[src/rtl/rpd_pkg.sv]
package rpd_pkg;

    localparam int COUNT_BITS = 32;
    localparam int TOTAL_BITS = 32;

    localparam logic [7:0] MARK_SAME = 8'h00;
    localparam logic [7:0] MARK_ONE  = 8'hC0;
    localparam logic [7:0] MARK_MANY = 8'hFF;

    localparam logic [14:0] WEIGHT_RED   = 15'd22937;
    localparam logic [15:0] WEIGHT_GREEN = 16'd36044;
    localparam logic [12:0] WEIGHT_BLUE  = 13'd6553;
    localparam int          GREY_SHIFT   = 18;

    typedef logic [COUNT_BITS-1:0] count_t;
    typedef logic [1:0]            chan_n_t;

    typedef struct packed {
        logic [7:0] first_red;
        logic [7:0] first_green;
        logic [7:0] first_blue;
        logic [7:0] second_red;
        logic [7:0] second_green;
        logic [7:0] second_blue;
        logic       unpaired;
        logic       restart;
    } pair_t;

    typedef struct packed {
        logic [7:0]            out_red;
        logic [7:0]            out_green;
        logic [7:0]            out_blue;
        logic [TOTAL_BITS-1:0] match_total;
        logic [TOTAL_BITS-1:0] one_off_total;
        logic [TOTAL_BITS-1:0] many_off_total;
        logic                  any_differs;
    } diff_t;

    typedef struct packed {
        chan_n_t match_n;
        chan_n_t one_off_n;
        chan_n_t many_off_n;
        logic    differs;
    } tally_t;

    function automatic count_t sat_add(count_t c, chan_n_t n);
        logic [COUNT_BITS:0] s;
        s = {1'b0, c} + (COUNT_BITS + 1)'(n);
        return s[COUNT_BITS] ? '1 : s[COUNT_BITS-1:0];
    endfunction

    function automatic logic [TOTAL_BITS-1:0] clamp_total(count_t c);
        logic [63:0] w;
        w = 64'(c);
        return (w > 64'hFFFF_FFFF) ? '1 : w[TOTAL_BITS-1:0];
    endfunction

endpackage

[src/rtl/rpd_classify.sv]
module rpd_classify (
    input  rpd_pkg::pair_t  pair,
    output logic [7:0]      out_red,
    output logic [7:0]      out_green,
    output logic [7:0]      out_blue,
    output rpd_pkg::tally_t tally
);

    logic [7:0] a [3];
    logic [7:0] b [3];
    logic [7:0] d [3];
    logic [7:0] mark [3];
    logic       same [3];
    logic       one [3];
    logic [23:0] grey_sum;
    logic [7:0]  grey;
    logic        all_same;

    assign a[0] = pair.first_red;
    assign a[1] = pair.first_green;
    assign a[2] = pair.first_blue;
    assign b[0] = pair.second_red;
    assign b[1] = pair.second_green;
    assign b[2] = pair.second_blue;

    always_comb
    begin
        for (int ch = 0; ch < 3; ch++)
        begin
            d[ch]    = (a[ch] > b[ch]) ? (a[ch] - b[ch]) : (b[ch] - a[ch]);
            same[ch] = (d[ch] == 8'd0);
            one[ch]  = (d[ch] == 8'd1);
            mark[ch] = same[ch] ? rpd_pkg::MARK_SAME
                     : (one[ch] ? rpd_pkg::MARK_ONE : rpd_pkg::MARK_MANY);
        end
    end

    assign all_same = same[0] && same[1] && same[2];

    // weighted luma (weights 0.35, 0.55, 0.10 of 65536), then quartered
    assign grey_sum = 24'(rpd_pkg::WEIGHT_RED) * 24'(a[0])
                    + 24'(rpd_pkg::WEIGHT_GREEN) * 24'(a[1])
                    + 24'(rpd_pkg::WEIGHT_BLUE) * 24'(a[2]);
    assign grey     = 8'(grey_sum >> rpd_pkg::GREY_SHIFT);

    always_comb
    begin
        if (pair.unpaired)
        begin
            out_red          = '0;
            out_green        = '0;
            out_blue         = '0;
            tally.match_n    = 2'd0;
            tally.one_off_n  = 2'd0;
            tally.many_off_n = 2'd3;
            tally.differs    = 1'b1;
        end
        else
        begin
            out_red          = all_same ? grey : mark[0];
            out_green        = all_same ? grey : mark[1];
            out_blue         = all_same ? grey : mark[2];
            tally.match_n    = 2'(same[0]) + 2'(same[1]) + 2'(same[2]);
            tally.one_off_n  = 2'(one[0]) + 2'(one[1]) + 2'(one[2]);
            tally.many_off_n = 2'(!same[0] && !one[0]) + 2'(!same[1] && !one[1])
                             + 2'(!same[2] && !one[2]);
            tally.differs    = !all_same;
        end
    end

endmodule

[src/rtl/rpd_counters.sv]
module rpd_counters (
    input  logic                           clk,
    input  logic                           rst_n,
    input  logic                           advance,
    input  logic                           restart,
    input  rpd_pkg::tally_t                tally,
    output logic [rpd_pkg::TOTAL_BITS-1:0] match_total,
    output logic [rpd_pkg::TOTAL_BITS-1:0] one_off_total,
    output logic [rpd_pkg::TOTAL_BITS-1:0] many_off_total,
    output logic                           any_differs
);

    rpd_pkg::count_t match_reg, match_next;
    rpd_pkg::count_t one_off_reg, one_off_next;
    rpd_pkg::count_t many_off_reg, many_off_next;
    logic            differs_reg, differs_next;

    always_comb
    begin
        match_next    = rpd_pkg::sat_add(restart ? '0 : match_reg, tally.match_n);
        one_off_next  = rpd_pkg::sat_add(restart ? '0 : one_off_reg, tally.one_off_n);
        many_off_next = rpd_pkg::sat_add(restart ? '0 : many_off_reg, tally.many_off_n);
        differs_next  = (!restart && differs_reg) || tally.differs;
    end

    always_ff @(posedge clk or negedge rst_n)
    begin
        if (!rst_n)
        begin
            match_reg    <= '0;
            one_off_reg  <= '0;
            many_off_reg <= '0;
            differs_reg  <= 1'b0;
        end
        else if (advance)
        begin
            match_reg    <= match_next;
            one_off_reg  <= one_off_next;
            many_off_reg <= many_off_next;
            differs_reg  <= differs_next;
        end
    end

    assign match_total    = rpd_pkg::clamp_total(match_next);
    assign one_off_total  = rpd_pkg::clamp_total(one_off_next);
    assign many_off_total = rpd_pkg::clamp_total(many_off_next);
    assign any_differs    = differs_next;

endmodule

[src/rtl/rgb_pixel_diff_engine.sv]
// an accepted pair request passes the input register, then the result register, before diff request valid
// throughput: one pixel pair per cycle while diff_ready does not stall, input register then result register
// stalls on diff_ready back up through both registers, no bubbles inserted
// reset: rst_n asynchronous active low clears valids, counters and differs flag
module rgb_pixel_diff_engine (
    input  logic           clk,
    input  logic           rst_n,
    input  logic           pair_valid,
    output logic           pair_ready,
    input  rpd_pkg::pair_t pair,
    output logic           diff_valid,
    input  logic           diff_ready,
    output rpd_pkg::diff_t diff
);

    logic            s1_valid_reg;
    rpd_pkg::pair_t  s1_data_reg;
    logic            res_valid_reg;
    rpd_pkg::diff_t  res_data_reg;
    rpd_pkg::diff_t  res_data_next;
    rpd_pkg::tally_t tally;
    logic            advance;

    assign advance    = s1_valid_reg && (!res_valid_reg || diff_ready);
    assign pair_ready = !s1_valid_reg || advance;

    rpd_classify u_classify (
        .pair      (s1_data_reg),
        .out_red   (res_data_next.out_red),
        .out_green (res_data_next.out_green),
        .out_blue  (res_data_next.out_blue),
        .tally     (tally)
    );

    rpd_counters u_counters (
        .clk            (clk),
        .rst_n          (rst_n),
        .advance        (advance),
        .restart        (s1_data_reg.restart),
        .tally          (tally),
        .match_total    (res_data_next.match_total),
        .one_off_total  (res_data_next.one_off_total),
        .many_off_total (res_data_next.many_off_total),
        .any_differs    (res_data_next.any_differs)
    );

    always_ff @(posedge clk or negedge rst_n)
    begin
        if (!rst_n)
        begin
            s1_valid_reg  <= 1'b0;
            res_valid_reg <= 1'b0;
        end
        else
        begin
            if (pair_ready)
            begin
                s1_valid_reg <= pair_valid;
            end
            if (advance)
            begin
                res_valid_reg <= 1'b1;
            end
            else if (diff_ready)
            begin
                res_valid_reg <= 1'b0;
            end
        end
    end

    always_ff @(posedge clk)
    begin
        if (pair_ready && pair_valid)
        begin
            s1_data_reg <= pair;
        end
        if (advance)
        begin
            res_data_reg <= res_data_next;
        end
    end

    assign diff_valid = res_valid_reg;
    assign diff       = res_data_reg;

endmodule

[config.mk]
export PLATFORM = sky130hd
export DESIGN_NAME = rgb_pixel_diff_engine
export DESIGN_NICKNAME = d
export VERILOG_FILES = /design/src/rtl/rpd_pkg.sv /design/src/rtl/rpd_classify.sv /design/src/rtl/rpd_counters.sv /design/src/rtl/rgb_pixel_diff_engine.sv
export SDC_FILE = /design/constraint.sdc
export NUM_CORES = 1
export LEC_CHECK = 0
export ABC_AREA = 1
export CAP_MARGIN = 10
export CORE_ASPECT_RATIO = 0.8
export CORE_MARGIN = 3
export CORE_UTILIZATION = 40
export CTS_CLUSTER_SIZE = 40
export DETAILED_ROUTE_END_ITERATION = 16
export DONT_BUFFER_PORTS = 1
export SYNTH_ARGS = -nofsm -noshare
export SYNTH_HDL_FRONTEND = slang
export SYNTH_SLANG_ARGS = --single-unit
[constraint.sdc]
create_clock -name clk -period 9.7 [get_ports clk]
set_clock_uncertainty 0.1 [all_clocks]
set_input_delay 2.91 -clock clk [delete_from_list [all_inputs] [get_ports clk]]
set_output_delay 2.91 -clock clk [all_outputs]
set_load 0.1 [all_outputs]
==> impl_results.md <==
- Clk root buf: clkbuf_16
- First-pass GRT wire length: 91900 µm
- Pwr Density: 355 nW/µm²
- Cell class contributing the biggest share of worst-path delay: adder cells
- Static leakage: 11.4 nW
- Gr usage total: 0.203
- Synth cell types: 57
- Maximum VDD drop: 506 µV
- Grt met3 use: 0.0418
- Area contributors post-synth: edfxtp_1 23%, dfrtp_1 11%, nand2_1 11%
- Mapped Cells: 2612
- Drt via density: 5.10
- Combinational share of power: 0.638
- Worst-path maximum fanout: 5
- Count leader, synth: nand2_1
- RSZ-0062 raised after global routing: false
- CTS Buffer Depth: 3
- Hpwl dp: 44800 µm
- Design Area, Final: 23300 µm²
- WP buf/inv: 5
- Synth Warn #: 0
- # DRC: 0
- Post-synthesis mux area share: 0.000519
- Initial antenna violation count: 4
- Post-synth EDFFs: 168
- Clk network pwr share: 0.138
- Vias in the first global route: 16400
- Slowest stage cell, crit path: fa_1
- Arr. time, crit path: 7700 ps
- Synth Flop Type: edfxtp_1
- Outcome: finished clean
- Core ar.: 53000 µm²
- Synth Area in Compound Gates: 0.0521
- Synth area leader: edfxtp_1
- Synth top cells by count: 615 x nand2_1, 508 x inv_1, 183 x ha_1, 172 x nor2_1, 168 x edfxtp_1
- Setup_tns: 0 ps
- Yosys top cell area share: 0.232
- Worst slew pin tran: 1150 ps
- Setup bufs post-CTS: 0
- Asr flop ratio synth: 0.371
- Final ANT Viol Nets: 0
- Post-Synth XOR/XNOR Area: 0.0173
- Die Y-Extent: 214 µm
- DP Area: 22400 µm²
- Die width: 266 µm
- NetSw: 4.42 mW
- Worst EP required: 10010 ps
- Synthesized flop and latch total: 267
- Upper clock frequency limit: 135 MHz
- Most common cell on crit path: nand2_1
- Min Tclk post-route: 7390 ps
- Busiest layer in global routing: met1
- Hold buffer count at CTS: 0
- I/O Pins: 177
- Total gr overflow: 0
- Slew margin rel.: 0.235
- Post-Synth Adder-Cell Area: 0.208
- Switching share of power: 0.534
- Min-delay worst type: reg -> reg
- Met2 usage: 0.292
- Max H-tree Level: 1
- 1st-iter DRT viols: 1234
- Hold Vio Cnt, Final: 0
- Port Buffers: 0
- Vias: 16900
- Critical path class: reg -> reg
- Row count: 75
- Die Area: 57100 µm²
- Startpoint types: flip-flop
- Pre-Repair DR Iteration Count: 6
- Clock buffer count from CTS: 30
- Final setup fails: 0
- Clock Latency Late Sink: 570 ps
- Synthesized cell area: 21700 µm²
- Final Util: 0.440
- Clk slew on worst S/H paths: 60 ps
- Gp weighted congestion: 0.898
- Sequential area share after synthesis: 0.346
- CP endpoint kind: flip-flop
- Syn Area/Cell: 8.31 µm²
- Largest net degree at the start of global routing: 190
- Layout cells sized above 1: 0.0980
- Max stage delay on crit path: 540 ps
- Initial Util: 0.410
- Antenna cells: 0
- # clock sinks: 267
- Synth Area in Simple Gates: 0.268
- Final #Nets: 2946
- WL final: 57700 µm
- MaxCap Viol Count: 0
- WL per Instance: 17.4 µm
- Flop pwr share: 0.224
- Int Pwr: 3.86 mW
- Synth Net Count: 2960
- Synthesis-to-finish area growth: 7.51%
- GRT met1 Usage: 0.311
- Overall Power: 8.28 mW
- Post-CTS sizing: 0
- Largest register FFs: 118
- Final max-slew violation count: 0
- Period utilisation layout: 0.762
- Main combinational cell family by area after synthesis: simple AND/OR/NAND/NOR gates
- CTS tree: yes
- Worst hold slack: 381 ps
worst paths after layout:
| path | from | end | slack (ps) | depth (start not counted) |
|---|---|---|---|---|
| worst min register to register | u_counters.one_off_reg[25]$_DFFE_PN0P_ | u_counters.one_off_reg[25]$_DFFE_PN0P_ | 380 | 2 |
| worst min-delay path | u_counters.one_off_reg[25]$_DFFE_PN0P_ | u_counters.one_off_reg[25]$_DFFE_PN0P_ | 380 | 2 |
| worst max register to register | s1_data_reg[39]$_DFFE_PP_ | diff[98]$_SDFFCE_PP0P_ | 2310 | 34 |
| min in group asynchronous | rst_n | u_counters.one_off_reg[9]$_DFFE_PN0P_ | 1930 | 0 |
| max in group asynchronous | rst_n | u_counters.many_off_reg[29]$_DFFE_PN0P_ | 7310 | 0 |
| worst max-delay path | s1_data_reg[39]$_DFFE_PP_ | diff[98]$_SDFFCE_PP0P_ | 2310 | 34 |
tightest hold or removal path: cells and delay by family, from the launching register on:
family | cells | cell delay [ps]
and+or+nand+nor | 2 | 120
DFF | 1 | 340
metal layers:
layer	routed length, µm	part of all wire
met5	33	0.00057
met4	1400	0.024
met3	4310	0.075
met2	23700	0.41
met1	28300	0.49
cells in the final DEF (no fill, tap or decap), types with 4 or more instances in the layout:
| cell type | synthesis | routed |
|---|---|---|
| clkbuf_1 | 19 | 6 |
| nor3_1 | 28 | 28 |
| nand3b_2 | 4 | 4 |
| clkbuf_16 | 0 | 31 |
| nor4_1 | 11 | 11 |
| o211ai_1 | 6 | 6 |
| nand4_2 | 4 | 4 |
| nand3_2 | 38 | 38 |
| a21oi_1 | 61 | 61 |
| inv_6 | 0 | 6 |
| nand2_2 | 35 | 35 |
| a31oi_1 | 9 | 9 |
| nand4_1 | 46 | 46 |
| inv_1 | 508 | 507 |
| nor3_4 | 4 | 4 |
| or2_2 | 34 | 34 |
| nand3_1 | 147 | 147 |
| nor2_2 | 25 | 25 |
| clkinvlp_4 | 0 | 4 |
| buf_4 | 3 | 6 |
| inv_2 | 18 | 19 |
| nor3_2 | 8 | 8 |
| ha_1 | 183 | 183 |
| edfxtp_1 | 168 | 168 |
| o21ai_0 | 70 | 70 |
| o21bai_1 | 9 | 9 |
| xor2_1 | 29 | 29 |
| fa_1 | 111 | 111 |
| nand2_1 | 615 | 615 |
| xnor2_1 | 14 | 14 |
| nand3b_1 | 10 | 10 |
| o21ai_1 | 44 | 44 |
| dfrtp_1 | 99 | 99 |
| nor2_1 | 172 | 172 |
| nor2_4 | 17 | 17 |
cells by family after synthesis:
logic type	after synthesis
buffers and inverters	583
and+or+nand+nor	1214
DFF	267
adders and majority gates	294
muxes	1
AOI/OAI and AO/OA	210
xor gates and xnor gates	43
stage by stage:
step	cells	setup WS, ps
after global routing	3315	1740
after floorplan	2612	2100
after CTS	3315	2310
after detailed placement	3259	2350
after global placement	3259	2450
final	3315	2310
cell type report:
type | instances | area, µm²
inverter | 528 | 1990
clock inverter | 17 | 150
fill | 5206 | 29700
clock buffer | 39 | 826
timing repair buffer | 9 | 128
tap | 693 | 867
sequential | 267 | 7520
multi-input combinational | 1762 | 11900
power groups by stage:
stage,combinational (mW),sequential [mW],clock (mW)
after floorplan,4.01,1.84,0
after global placement,5.27,1.88,0
after detailed placement,5.24,1.88,0
after CTS,5.28,1.86,1.19
after global routing,6.15,1.86,1.23
final,5.28,1.85,1.14
(Power assumes the default switching activity.)
